[src/rtl/wpsc_pkg.sv]
// ----------------------------------------------------------------------------
// wpsc_pkg
// Shared widths, reset values and controller/datapath interface types for
// the sliding-window pair-sum checker.
// ----------------------------------------------------------------------------
package wpsc_pkg;

    // Value width and config register width
    localparam int DATA_W     = 64;
    localparam int CFG_W      = 6;
    // One bit wider than the config register so it compares against MAX_WINDOW
    localparam int LEN_CMP_W  = CFG_W + 1;

    localparam logic [CFG_W-1:0] WINDOW_LEN_RST = 6'd25;
    localparam int               MAX_WINDOW_DEF = 32;
    localparam int               MIN_WINDOW     = 2;

    // Commands from controller to datapath
    typedef struct packed {
        logic load;       // capture input transaction
        logic scan_init;  // set up pair pointers and clear match flag
        logic scan_step;  // read one pair and advance pointers
        logic commit;     // store value in window, advance slot and fill
        logic out_load;   // load result into output register
    } t_cmd;

    // Status from datapath to controller
    typedef struct packed {
        logic check;      // window holds enough values to check this one
        logic scan_last;  // current pair is the last of the scan
        logic out_free;   // output register can take a result this cycle
    } t_sts;

endpackage

[src/rtl/wpsc_ctrl.sv]
// ----------------------------------------------------------------------------
// wpsc_ctrl
// Sequencer for the pair-sum checker: accepts one transaction, stores a
// preamble value at once, or walks all window pairs through the datapath,
// then stores the value and hands off the result.
// ----------------------------------------------------------------------------
module wpsc_ctrl (
    input  logic           i_clk,
    input  logic           i_rst_n,
    input  logic           i_in_valid,
    output logic           o_in_ready,
    input  wpsc_pkg::t_sts i_sts,
    output wpsc_pkg::t_cmd o_cmd
);

    localparam logic [2:0] S_IDLE   = 3'd0;
    localparam logic [2:0] S_DECIDE = 3'd1;
    localparam logic [2:0] S_SCAN   = 3'd2;
    localparam logic [2:0] S_FLUSH  = 3'd3;
    localparam logic [2:0] S_DONE   = 3'd4;

    logic [2:0] r_state;
    logic [2:0] n_state;

    // State register
    always_ff @(posedge i_clk) begin
        if (!i_rst_n) begin
            r_state <= S_IDLE;
        end else begin
            r_state <= n_state;
        end
    end

    // Next state and commands
    always_comb begin
        n_state    = r_state;
        o_cmd      = '0;
        o_in_ready = 1'b0;
        unique case (r_state)
            S_IDLE: begin
                o_in_ready = 1'b1;
                if (i_in_valid) begin
                    o_cmd.load = 1'b1;
                    n_state    = S_DECIDE;
                end
            end
            S_DECIDE: begin
                if (i_sts.check) begin
                    o_cmd.scan_init = 1'b1;
                    n_state         = S_SCAN;
                end else begin
                    // preamble value: store only
                    o_cmd.commit = 1'b1;
                    n_state      = S_IDLE;
                end
            end
            S_SCAN: begin
                o_cmd.scan_step = 1'b1;
                if (i_sts.scan_last) begin
                    n_state = S_FLUSH;
                end
            end
            S_FLUSH: begin
                // last pair compare lands this cycle
                n_state = S_DONE;
            end
            S_DONE: begin
                if (i_sts.out_free) begin
                    o_cmd.commit   = 1'b1;
                    o_cmd.out_load = 1'b1;
                    n_state        = S_IDLE;
                end
            end
            default: begin
                n_state = S_IDLE;
            end
        endcase
    end

endmodule

[src/rtl/wpsc_dp.sv]
// ----------------------------------------------------------------------------
// wpsc_dp
// Datapath of the pair-sum checker: window memory with two read ports,
// pair pointers, 65-bit sum compare, fill tracking and output register.
// ----------------------------------------------------------------------------
module wpsc_dp #(
    parameter int MAX_WINDOW = wpsc_pkg::MAX_WINDOW_DEF
) (
    input  logic                         i_clk,
    input  logic                         i_rst_n,
    input  logic                         i_cfg_wr_en,
    input  logic [wpsc_pkg::CFG_W-1:0]   i_cfg_wr_data,
    input  logic [wpsc_pkg::DATA_W-1:0]  i_in_value,
    input  logic                         i_in_seq_start,
    input  logic                         i_out_ready,
    output logic                         o_out_valid,
    output logic [wpsc_pkg::DATA_W-1:0]  o_out_value,
    output logic                         o_out_flag,
    input  wpsc_pkg::t_cmd               i_cmd,
    output wpsc_pkg::t_sts               o_sts
);

    localparam int PTR_W  = (MAX_WINDOW > 1) ? $clog2(MAX_WINDOW) : 1;
    localparam int FILL_W = $clog2(MAX_WINDOW + 1);
    localparam int DW     = wpsc_pkg::DATA_W;
    localparam int CW     = wpsc_pkg::LEN_CMP_W;

    localparam logic [PTR_W-1:0]  PTR_LAST = PTR_W'(MAX_WINDOW - 1);
    localparam logic [FILL_W-1:0] FILL_MAX = FILL_W'(MAX_WINDOW);

    // Circular decrement over the window slots
    function automatic logic [PTR_W-1:0] ptr_dec(input logic [PTR_W-1:0] p);
        ptr_dec = (p == '0) ? PTR_LAST : p - PTR_W'(1);
    endfunction

    logic [DW-1:0]                 r_mem [MAX_WINDOW];
    logic [wpsc_pkg::CFG_W-1:0]    r_window_len;
    logic [FILL_W-1:0]             r_fill;
    logic [PTR_W-1:0]              r_slot;
    logic [PTR_W-1:0]              r_pi;
    logic [PTR_W-1:0]              r_pj;
    logic [FILL_W-1:0]             r_i;
    logic [FILL_W-1:0]             r_j;
    logic                          r_rd_vld;
    logic [DW-1:0]                 r_rd_a;
    logic [DW-1:0]                 r_rd_b;
    logic                          r_found;
    logic [DW-1:0]                 r_value;
    logic                          r_out_valid;
    logic [DW-1:0]                 r_out_value;
    logic                          r_out_flag;

    logic [CW-1:0]                 wl_ext;
    logic [FILL_W-1:0]             eff_len;
    logic [FILL_W-1:0]             len_m1;
    logic [FILL_W-1:0]             len_m2;
    logic [DW:0]                   pair_sum;
    logic                          pair_hit;
    logic                          row_end;

    // Effective window length: register saturated to 2..MAX_WINDOW
    assign wl_ext = CW'(r_window_len);
    always_comb begin
        priority if (wl_ext < CW'(wpsc_pkg::MIN_WINDOW)) begin
            eff_len = FILL_W'(wpsc_pkg::MIN_WINDOW);
        end else if (wl_ext > CW'(MAX_WINDOW)) begin
            eff_len = FILL_MAX;
        end else begin
            eff_len = FILL_W'(wl_ext);
        end
    end
    assign len_m1 = eff_len - FILL_W'(1);
    assign len_m2 = eff_len - FILL_W'(2);

    // Exact 65-bit pair sum compare
    assign pair_sum = {r_rd_a[DW-1], r_rd_a} + {r_rd_b[DW-1], r_rd_b};
    assign pair_hit = (pair_sum == {r_value[DW-1], r_value});

    assign row_end  = (r_j == len_m1);

    // Status
    assign o_sts.check     = (r_fill >= eff_len);
    assign o_sts.scan_last = (r_i == len_m2) && row_end;
    assign o_sts.out_free  = !r_out_valid || i_out_ready;

    // Control registers
    always_ff @(posedge i_clk) begin
        if (!i_rst_n) begin
            r_window_len <= wpsc_pkg::WINDOW_LEN_RST;
            r_fill       <= '0;
            r_slot       <= '0;
            r_rd_vld     <= 1'b0;
            r_out_valid  <= 1'b0;
        end else begin
            if (i_cfg_wr_en) begin
                r_window_len <= i_cfg_wr_data;
            end
            // new sequence clears the fill before the value is looked at
            if (i_cmd.load && i_in_seq_start) begin
                r_fill <= '0;
                r_slot <= '0;
            end else if (i_cmd.commit) begin
                r_slot <= (r_slot == PTR_LAST) ? '0 : r_slot + PTR_W'(1);
                if (r_fill != FILL_MAX) begin
                    r_fill <= r_fill + FILL_W'(1);
                end
            end
            r_rd_vld <= i_cmd.scan_step;
            if (i_cmd.out_load) begin
                r_out_valid <= 1'b1;
            end else if (i_out_ready) begin
                r_out_valid <= 1'b0;
            end
        end
    end

    // Pair walk: i runs over the newest entries, j over the older ones
    always_ff @(posedge i_clk) begin
        if (i_cmd.scan_init) begin
            r_pi <= ptr_dec(r_slot);
            r_pj <= ptr_dec(ptr_dec(r_slot));
            r_i  <= '0;
            r_j  <= FILL_W'(1);
        end else if (i_cmd.scan_step) begin
            if (row_end) begin
                r_i  <= r_i + FILL_W'(1);
                r_j  <= r_i + FILL_W'(2);
                r_pi <= ptr_dec(r_pi);
                r_pj <= ptr_dec(ptr_dec(r_pi));
            end else begin
                r_j  <= r_j + FILL_W'(1);
                r_pj <= ptr_dec(r_pj);
            end
        end
    end

    // Window memory: one write port, two registered read ports
    always_ff @(posedge i_clk) begin
        if (i_cmd.commit) begin
            r_mem[r_slot] <= r_value;
        end
        if (i_cmd.scan_step) begin
            r_rd_a <= r_mem[r_pi];
            r_rd_b <= r_mem[r_pj];
        end
    end

    // Match accumulate and payload
    always_ff @(posedge i_clk) begin
        if (i_cmd.scan_init) begin
            r_found <= 1'b0;
        end else if (r_rd_vld && pair_hit) begin
            r_found <= 1'b1;
        end
        if (i_cmd.load) begin
            r_value <= i_in_value;
        end
        if (i_cmd.out_load) begin
            r_out_value <= r_value;
            r_out_flag  <= r_found;
        end
    end

    assign o_out_valid = r_out_valid;
    assign o_out_value = r_out_value;
    assign o_out_flag  = r_out_flag;

endmodule

[src/rtl/window_pair_sum_check.sv]
// ----------------------------------------------------------------------------
// window_pair_sum_check
// Sliding-window two-sum checker over a stream of signed 64-bit values.
// ----------------------------------------------------------------------------
// Usage:
//   Input stream (s_axis): tdata carries the value, tuser marks the first
//   value of a new sequence. The first L values of a sequence (L = window
//   length register, saturated to 2..MAX_WINDOW) are stored with no result.
//   Every later value gives one output transaction (m_axis): tdata is the
//   value, tuser is 1 when two distinct entries of the last L values sum
//   to it exactly.
//   Timing: a checked value is paced by the pair walk, which reads one pair
//   per cycle from the two read ports of the window memory. One value is
//   processed at a time; s_axis_tready is high only between values.
//   Stall: the result sits in an output register; the next value is
//   accepted while it waits, and that value's result waits in the
//   sequencer until the register is free.
//   Reset: window length returns to 25, fill and write slot clear, no
//   result is pending. Window contents are not cleared; only values of the
//   current sequence are read. Write the window length only while idle.
// ----------------------------------------------------------------------------
module window_pair_sum_check #(
    parameter int MAX_WINDOW = wpsc_pkg::MAX_WINDOW_DEF
) (
    input  logic                        i_clk,
    input  logic                        i_rst_n,
    // configuration: window length
    input  logic                        i_cfg_wr_en,
    input  logic [wpsc_pkg::CFG_W-1:0]  i_cfg_wr_data,
    // input stream
    input  logic                        s_axis_tvalid,
    output logic                        s_axis_tready,
    input  logic [wpsc_pkg::DATA_W-1:0] s_axis_tdata,   // [63:0] value
    input  logic                        s_axis_tuser,   // [0] seq_start
    // result stream
    output logic                        m_axis_tvalid,
    input  logic                        m_axis_tready,
    output logic [wpsc_pkg::DATA_W-1:0] m_axis_tdata,   // [63:0] checked_value
    output logic                        m_axis_tuser    // [0] is_pair_sum
);

    wpsc_pkg::t_cmd cmd;
    wpsc_pkg::t_sts sts;

    // Sequencer
    wpsc_ctrl u_ctrl (
        .i_clk      (i_clk),
        .i_rst_n    (i_rst_n),
        .i_in_valid (s_axis_tvalid),
        .o_in_ready (s_axis_tready),
        .i_sts      (sts),
        .o_cmd      (cmd)
    );

    // Window, compare and output register
    wpsc_dp #(
        .MAX_WINDOW (MAX_WINDOW)
    ) u_dp (
        .i_clk          (i_clk),
        .i_rst_n        (i_rst_n),
        .i_cfg_wr_en    (i_cfg_wr_en),
        .i_cfg_wr_data  (i_cfg_wr_data),
        .i_in_value     (s_axis_tdata),
        .i_in_seq_start (s_axis_tuser),
        .i_out_ready    (m_axis_tready),
        .o_out_valid    (m_axis_tvalid),
        .o_out_value    (m_axis_tdata),
        .o_out_flag     (m_axis_tuser),
        .i_cmd          (cmd),
        .o_sts          (sts)
    );

    // Checks
    a_accept_then_busy: assert property (@(posedge i_clk) disable iff (!i_rst_n)
        (s_axis_tvalid && s_axis_tready) |=> !s_axis_tready)
        else $error("input accepted twice in a row");

    a_no_accept_during_scan: assert property (@(posedge i_clk) disable iff (!i_rst_n)
        cmd.scan_step |-> !s_axis_tready)
        else $error("input ready while pair walk is running");

    a_out_load_free: assert property (@(posedge i_clk) disable iff (!i_rst_n)
        cmd.out_load |-> sts.out_free)
        else $error("result loaded over a pending output transaction");

    a_commit_not_scan: assert property (@(posedge i_clk) disable iff (!i_rst_n)
        cmd.commit |-> !cmd.scan_step && !cmd.scan_init)
        else $error("window write during pair walk");

endmodule

[config.mk]
export PLATFORM = sky130hd
export DESIGN_NAME = window_pair_sum_check
export DESIGN_NICKNAME = d
export VERILOG_FILES = /design/src/rtl/wpsc_pkg.sv /design/src/rtl/wpsc_ctrl.sv /design/src/rtl/wpsc_dp.sv /design/src/rtl/window_pair_sum_check.sv
export SDC_FILE = /design/constraint.sdc
export NUM_CORES = 2
export LEC_CHECK = 0
export BUFFER_PORTS_ARGS = -buffer_cell sky130_fd_sc_hd__buf_2
export CAP_MARGIN = 15
export CORE_MARGIN = 2
export CORE_UTILIZATION = 35
export DETAILED_ROUTE_END_ITERATION = 8
export SYNTH_ARGS = -nofsm -noshare
export SYNTH_HDL_FRONTEND = slang
export SYNTH_SLANG_ARGS = --single-unit
[constraint.sdc]
create_clock -name i_clk -period 10.6 [get_ports i_clk]
set_clock_uncertainty 0.05 [all_clocks]
set_input_delay 1.06 -clock i_clk [delete_from_list [all_inputs] [get_ports i_clk]]
set_output_delay 1.06 -clock i_clk [all_outputs]
set_load 0.05 [all_outputs]
After elaboration in Yosys (flattened, before gate mapping)
Memory sizes are Yosys's and may differ from the RTL's. A register that Yosys moved wholly into a read port is not among the register bits.
Index checks and enable logic that the tools add are counted.
{"block": "classes", "add_sub_neg": 13, "order_cmp": 3, "n_eq_ne": 12, "muxes": 34, "bitwise_logic": 1, "n_reduce_logical": 19}
{"op": "$add 64x64->65", "count": 1}
{"op": "$eq 65x65->1", "count": 1}
{"op": "$mux 5", "count": 12}
{"op": "$logic_not 5->1", "count": 5}
{"op": "$sub 5x1->5 const B", "count": 5}
{"op": "$add 6x1->6 const B", "count": 3}
{"op": "$mux 6", "count": 3}
{"op": "$pmux 3 s5", "count": 1}
{"op": "$eq 6x6->1", "count": 2}
{"op": "$mux 1", "count": 12}
{"op": "$mux 3", "count": 3}
{"op": "$add 6x2->6 const B", "count": 1}
{"op": "$eq 3x2->1 const B", "count": 2}
{"op": "$ge 6x6->1", "count": 1}
{"op": "$gt 6x6->1 const B", "count": 1}
{"op": "$lt 6x2->1 const B", "count": 1}
{"op": "$ne 2x2->1 const B", "count": 3}
{"op": "$ne 6x6->1 const B", "count": 1}
{"op": "$reduce_and 2->1", "count": 3}
{"op": "$reduce_bool 2->1", "count": 3}
{"op": "$sub 6x1->6 const B", "count": 1}
{"op": "$sub 6x2->6 const B", "count": 1}
{"op": "$add 5x1->5 const B", "count": 1}
{"op": "$eq 5x5->1 const B", "count": 1}
{"op": "other kinds (11)", "count": 14}
{"block": "word_totals", "reg_bits": 174, "ram_bits": 2048, "output_inout_bits": 67, "elab_cells": 97, "memories": 1}
{"name": "u_dp.r_mem", "words": 32, "width": 64, "read_ports": 2, "rd_ports_with_merged_regs": 2, "write_ports": 1, "line_no": "wpsc_dp.sv:36", "rtl": "logic [DW-1:0] r_mem [MAX_WINDOW];"}

Depth between registers and ports, before layout
{"block": "depth", "depth_word": 8, "ltp_mapped": 17}

Modules after synthesis
A second synthesis with hierarchy kept.
{"block": "hier_totals", "hier_cells": 5663, "hier_area_um2": 110004.3}
{"mod": "wpsc_dp", "instances": 1, "cells_per_inst": 5633, "area_per_inst_um2": 109779.0}
{"mod": "wpsc_ctrl", "instances": 1, "cells_per_inst": 30, "area_per_inst_um2": 225.2}

Least setup slack after synthesis
OpenSTA, ideal clock, no wires.
{"block": "synth_path", "kind": "input -> register", "from": "in m_axis_tready", "to": "mem u_dp.r_mem[15][0] in the netlist's numbering (enable)", "arrival_time_ns": 7.446, "path_slack_ns": 2.618, "stages": 6, "path_buffers": 1, "cell_sequence": "nor2b_1 > nor2b_1 > a21o_1 > clkbuf_1 > nand2_1 > nor2_1"}
{"block": "synth_via", "elab_chain_len": 5}
{"item": "from (decl)", "line_no": "window_pair_sum_check.sv:37", "rtl": "input logic m_axis_tready,"}
{"item": "$logic_or 1x1->1", "line_no": "wpsc_dp.sv:84", "rtl": "assign o_sts.out_free = !r_out_valid || i_out_ready;"}
{"item": "$mux 2", "line_no": "wpsc_ctrl.sv:68", "rtl": "if (i_sts.out_free) begin"}
{"item": "$pmux 1 s2", "line_no": "wpsc_ctrl.sv:39", "rtl": "unique case (r_state)"}
{"item": "$mux 1", "line_no": "wpsc_dp.sv:139", "rtl": "if (i_cmd.commit) begin"}
{"item": "$mux 1 (not written as such)", "line_no": "wpsc_dp.sv:140", "rtl": "r_mem[r_slot] <= r_value;"}
{"item": "to (decl)", "line_no": "wpsc_dp.sv:36"}
No other way between the ends.

Final worst setup path
{"block": "layout_path", "from": "reg u_dp.r_window_len[2] in the netlist's numbering", "to": "mem u_dp.r_mem[20][38] in the netlist's numbering (enable)"}
{"block": "layout_via", "elab_chain_len": 8, "elab_cells_between_ends": 9, "cone_classes": "order compare: 3; mux: 6"}
{"item": "from (decl)", "line_no": "wpsc_dp.sv:37", "rtl": "logic [wpsc_pkg::CFG_W-1:0] r_window_len;"}
{"item": "from (signal assigned)", "line_no": "wpsc_dp.sv:89", "rtl": "r_window_len <= wpsc_pkg::WINDOW_LEN_RST;"}
{"item": "from (signal assigned)", "line_no": "wpsc_dp.sv:96", "rtl": "r_window_len <= i_cfg_wr_data;"}
{"item": "$gt 6x6->1", "line_no": "wpsc_dp.sv:66", "rtl": "end else if (wl_ext > CW'(MAX_WINDOW)) begin"}
{"item": "$mux 6", "line_no": "wpsc_dp.sv:66"}
{"item": "$mux 6 *", "line_no": "wpsc_dp.sv:64", "rtl": "priority if (wl_ext < CW'(wpsc_pkg::MIN_WINDOW)) begin"}
{"item": "$ge 6x6->1 *", "line_no": "wpsc_dp.sv:82", "rtl": "assign o_sts.check = (r_fill >= eff_len);"}
{"item": "$mux 1 *", "line_no": "wpsc_ctrl.sv:48", "rtl": "if (i_sts.check) begin"}
{"item": "$pmux 1 s2 *", "line_no": "wpsc_ctrl.sv:39"}
{"item": "$mux 1 *", "line_no": "wpsc_dp.sv:139"}
{"item": "$mux 1 (not written as such) *", "line_no": "wpsc_dp.sv:140"}
Mark *: on every way between the ends. The rest lies on a longest branch, timed or not.

==> impl_metrics.yaml <==
status:
  status: "completed"
floorplanning:
  core-area_um2: 311000
  num_io_pins: 143
  rows: 205
  die_h_um: 563
  die_area_um2: 317000
  start_util: 0.351
  fp.dieW_um: 563
global_route:
  grt_pass1_vias: 61100
  grt_pass1_wl_mm: 467
  grt_max_degree: 135
  antenna_found_initial: 10
  gr-usage-all-layers: 0.206
  grt_overflow: 0
clocking:
  cts_tree: "done"
  h-tree-depth: 5
  cts_buffers: 276
  cts_setup_buffers: 0
  clock_sinks: 2350
  cts_max_path_buffers: 4
  cts_resized: 0
  cts-root-buf: "clkbuf_16"
  hold_buffers: 0
  path_clk_slew_ps: 60
  clk_latency_ps: 920
sta:
  worst_slack_ps: 4250
  fin_setup_tns_ps: 0
  finalHoldViolCount: 0
  slew_viol_final: 0
  finalSetupViolCount: 0
  maxSlewHeadroom: 0.171
  worst_slew_pin_slew_ps: 1240
  rsz0062_at_grt: "no"
  fin_crit_sh: 0.599
  fin_crit_ps: 6350
  max_freq_ghz: 0.158
power:
  vdd_drop_max_uv: 116
  power_density_nw_per_um2: 161
  total_power_mw: 20.0
  leakage_nw: 38.4
routing:
  wire_per_inst_um: 33.5
  via_per_inst: 6.02
  first_pass_iters: 9
  drcViolationCount: 0
  drtIter0Drc: 8041
  totalWireLength_mm: 331
  vias: 59600
  ant_nets: 0
synthesis:
  syn_inst: 5289
  ys_warn_count: 0
  synth-edff-count: 2315
  syn_nets: 5455
  synth_flop_cell: "edfxtp_1"
  yosys-top-cells-area: "edfxtp_1, mux4_2, mux2_2"
  synth_cell_types: 82
  syn-cell-area_um2: 109000
  yosysMostFrequentCell: "edfxtp_1"
  synth.yosys.seq_area_share: 0.642
  yosysTopAreaCell: "edfxtp_1"
  synth-async-reset-ratio: 0
  synth_top_area_frac: 0.635
  netlist_top_cells_count: "edfxtp_1, mux4_2, clkbuf_1"
  syn_avg_cell_area_um2: 20.7
  synth_seq_cells: 2350
critical_path:
  r2r_cells: 17
  arrival_ps: 6790
  cp_data_required_time_ps: 11040
  crit_fanout: 23
  startpoint_type: "flop"
  worst_path_max_delay_cell: "nor2_4"
  worstSetupPathType: "reg2reg"
  slowest_delay_ps: 1030
  cp-end-kind: "flop"
  worstPathCellList: "or3_1 -> o21a_1 -> nand2_1 -> inv_1 -> ha_1 -> nand2b_1 -> a21o_1 -> a21o_1 -> a21oi_1 -> o21bai_1 -> a21oi_1 -> a21o_1 -> buf_4 -> nand2_1 -> nor2_4 -> buf_4 -> buf_4"
hold_path:
  hold_class: "in2reg"
  hold_path_depth: 1
cells_and_area:
  area_growth_pct: 13.7
  nNetsFinal: 5708
  drive_above_1_share: 0.378
job:
  drv_cap: 0
placed_design:
  place_ws_ps: 4290
  hpwlAfterDp_mm: 193
  gp_congestion: 0.953
  io_buffers: 142
critical path: cells and delay by family, from the launching register on:
kind	cells	cell delay (ps)
compound gates	7	1350
fa+ha+maj	1	270
buf+inv	4	1520
flops	1	350
simple gates	5	2300
worst paths after layout:
kind / from / endpoint / slack (ps)
setup / recovery: u_dp.r_window_len[2] / u_dp.r_mem[20][38] / 4250
hold / removal: s_axis_tdata[0] / u_dp.r_value[0] / 280
setup reg to reg: u_dp.r_window_len[2] / u_dp.r_mem[20][38] / 4250
hold reg to reg: u_dp.r_value[5] / u_dp.o_out_value[5] / 400
layout make-up:
cell class                      count  area, µm²
Clock inverter                    158       1290
Sequential cell                  2350      70200
Multi-Input combinational cell   2563      38000
Inverter                           27        106
Tap cell                         4140       5180
Antenna cell                        8       20.0
Clock buffer                      335       7260
Fill cell                       27600     187000
Timing Repair Buffer              324       2340
routing by layer:
layer	global-route usage	routed length, µm	vias to the layer above
met1	0.289	136000	32500
met5	0	39	-
met3	0.0370	27200	565
li1	-	-	23600
met2	0.332	159000	2944
met4	0.0559	9110	6
through the flow:
step	instances	utilization	hold slack [ps]	instance area [µm²]
after floorplan	5289	-	352	109000
after global placement	9403	0.372	384	116000
after detailed placement	9403	0.372	388	116000
after CTS	9896	0.399	223	124000
after global routing	9899	0.400	254	124000
final	9905	0.400	283	124000
cell families (layout without fill, tap and decap cells):
group / Yosys count / in the layout / synth area share
adders and majority gates: 90 / 90 / 0.0104
muxes: 1436 / 1436 / 0.279
buffers and inverters: 376 / 844 / 0.0130
other: 0 / 8 / 0
DFF: 2350 / 2350 / 0.642
AOI/OAI and AO/OA: 399 / 399 / 0.0233
and+or+nand+nor: 519 / 519 / 0.0227
xor gates and xnor gates: 119 / 119 / 0.00953
state kept, by name, summed over array words and instances, names as in the netlist:
signal,count
u_dp.o_out_value,64
u_dp.r_window_len,6
u_dp.r_mem,2048
u_dp.o_out_flag,1
u_dp.r_i,6
u_dp.r_rd_b,64
u_dp.r_j,6
u_dp.r_pj,5
u_dp.r_rd_a,64
u_dp.r_pi,5
u_dp.r_slot,5
u_dp.r_found,1
u_dp.r_rd_vld,1
u_dp.r_fill,6
u_dp.r_value,64
u_ctrl.r_state,3
u_dp.o_out_valid,1
cell usage in the layout, fill, tap and decap left out, drive strengths merged, types with 19 or more instances in the layout:
cell type  Yosys  layout
nand2        148     148
nor3          38      38
nand3         44      44
inv           25      49
clkinv         2     113
xor2          53      53
dfxtp         35      35
nand2b        19      19
xnor2         66      66
a21oi        128     128
ha            89      89
nand4         41      41
mux4        1280    1280
o21ai        101     101
o21a          24      24
clkbuf       265     335
edfxtp      2315    2315
nor2         138     138
buf           84     324
mux2         130     130
mux2i         26      26
power by group:
part | switching (mW) | internal, mW | leakage (nW)
registers | 0.0315 | 10.3 | 21.1
clock network | 3.95 | 5.21 | 4.16
logic | 0.402 | 0.193 | 13.1
total | 4.38 | 15.7 | 38.4
(Power assumes the default switching activity.)
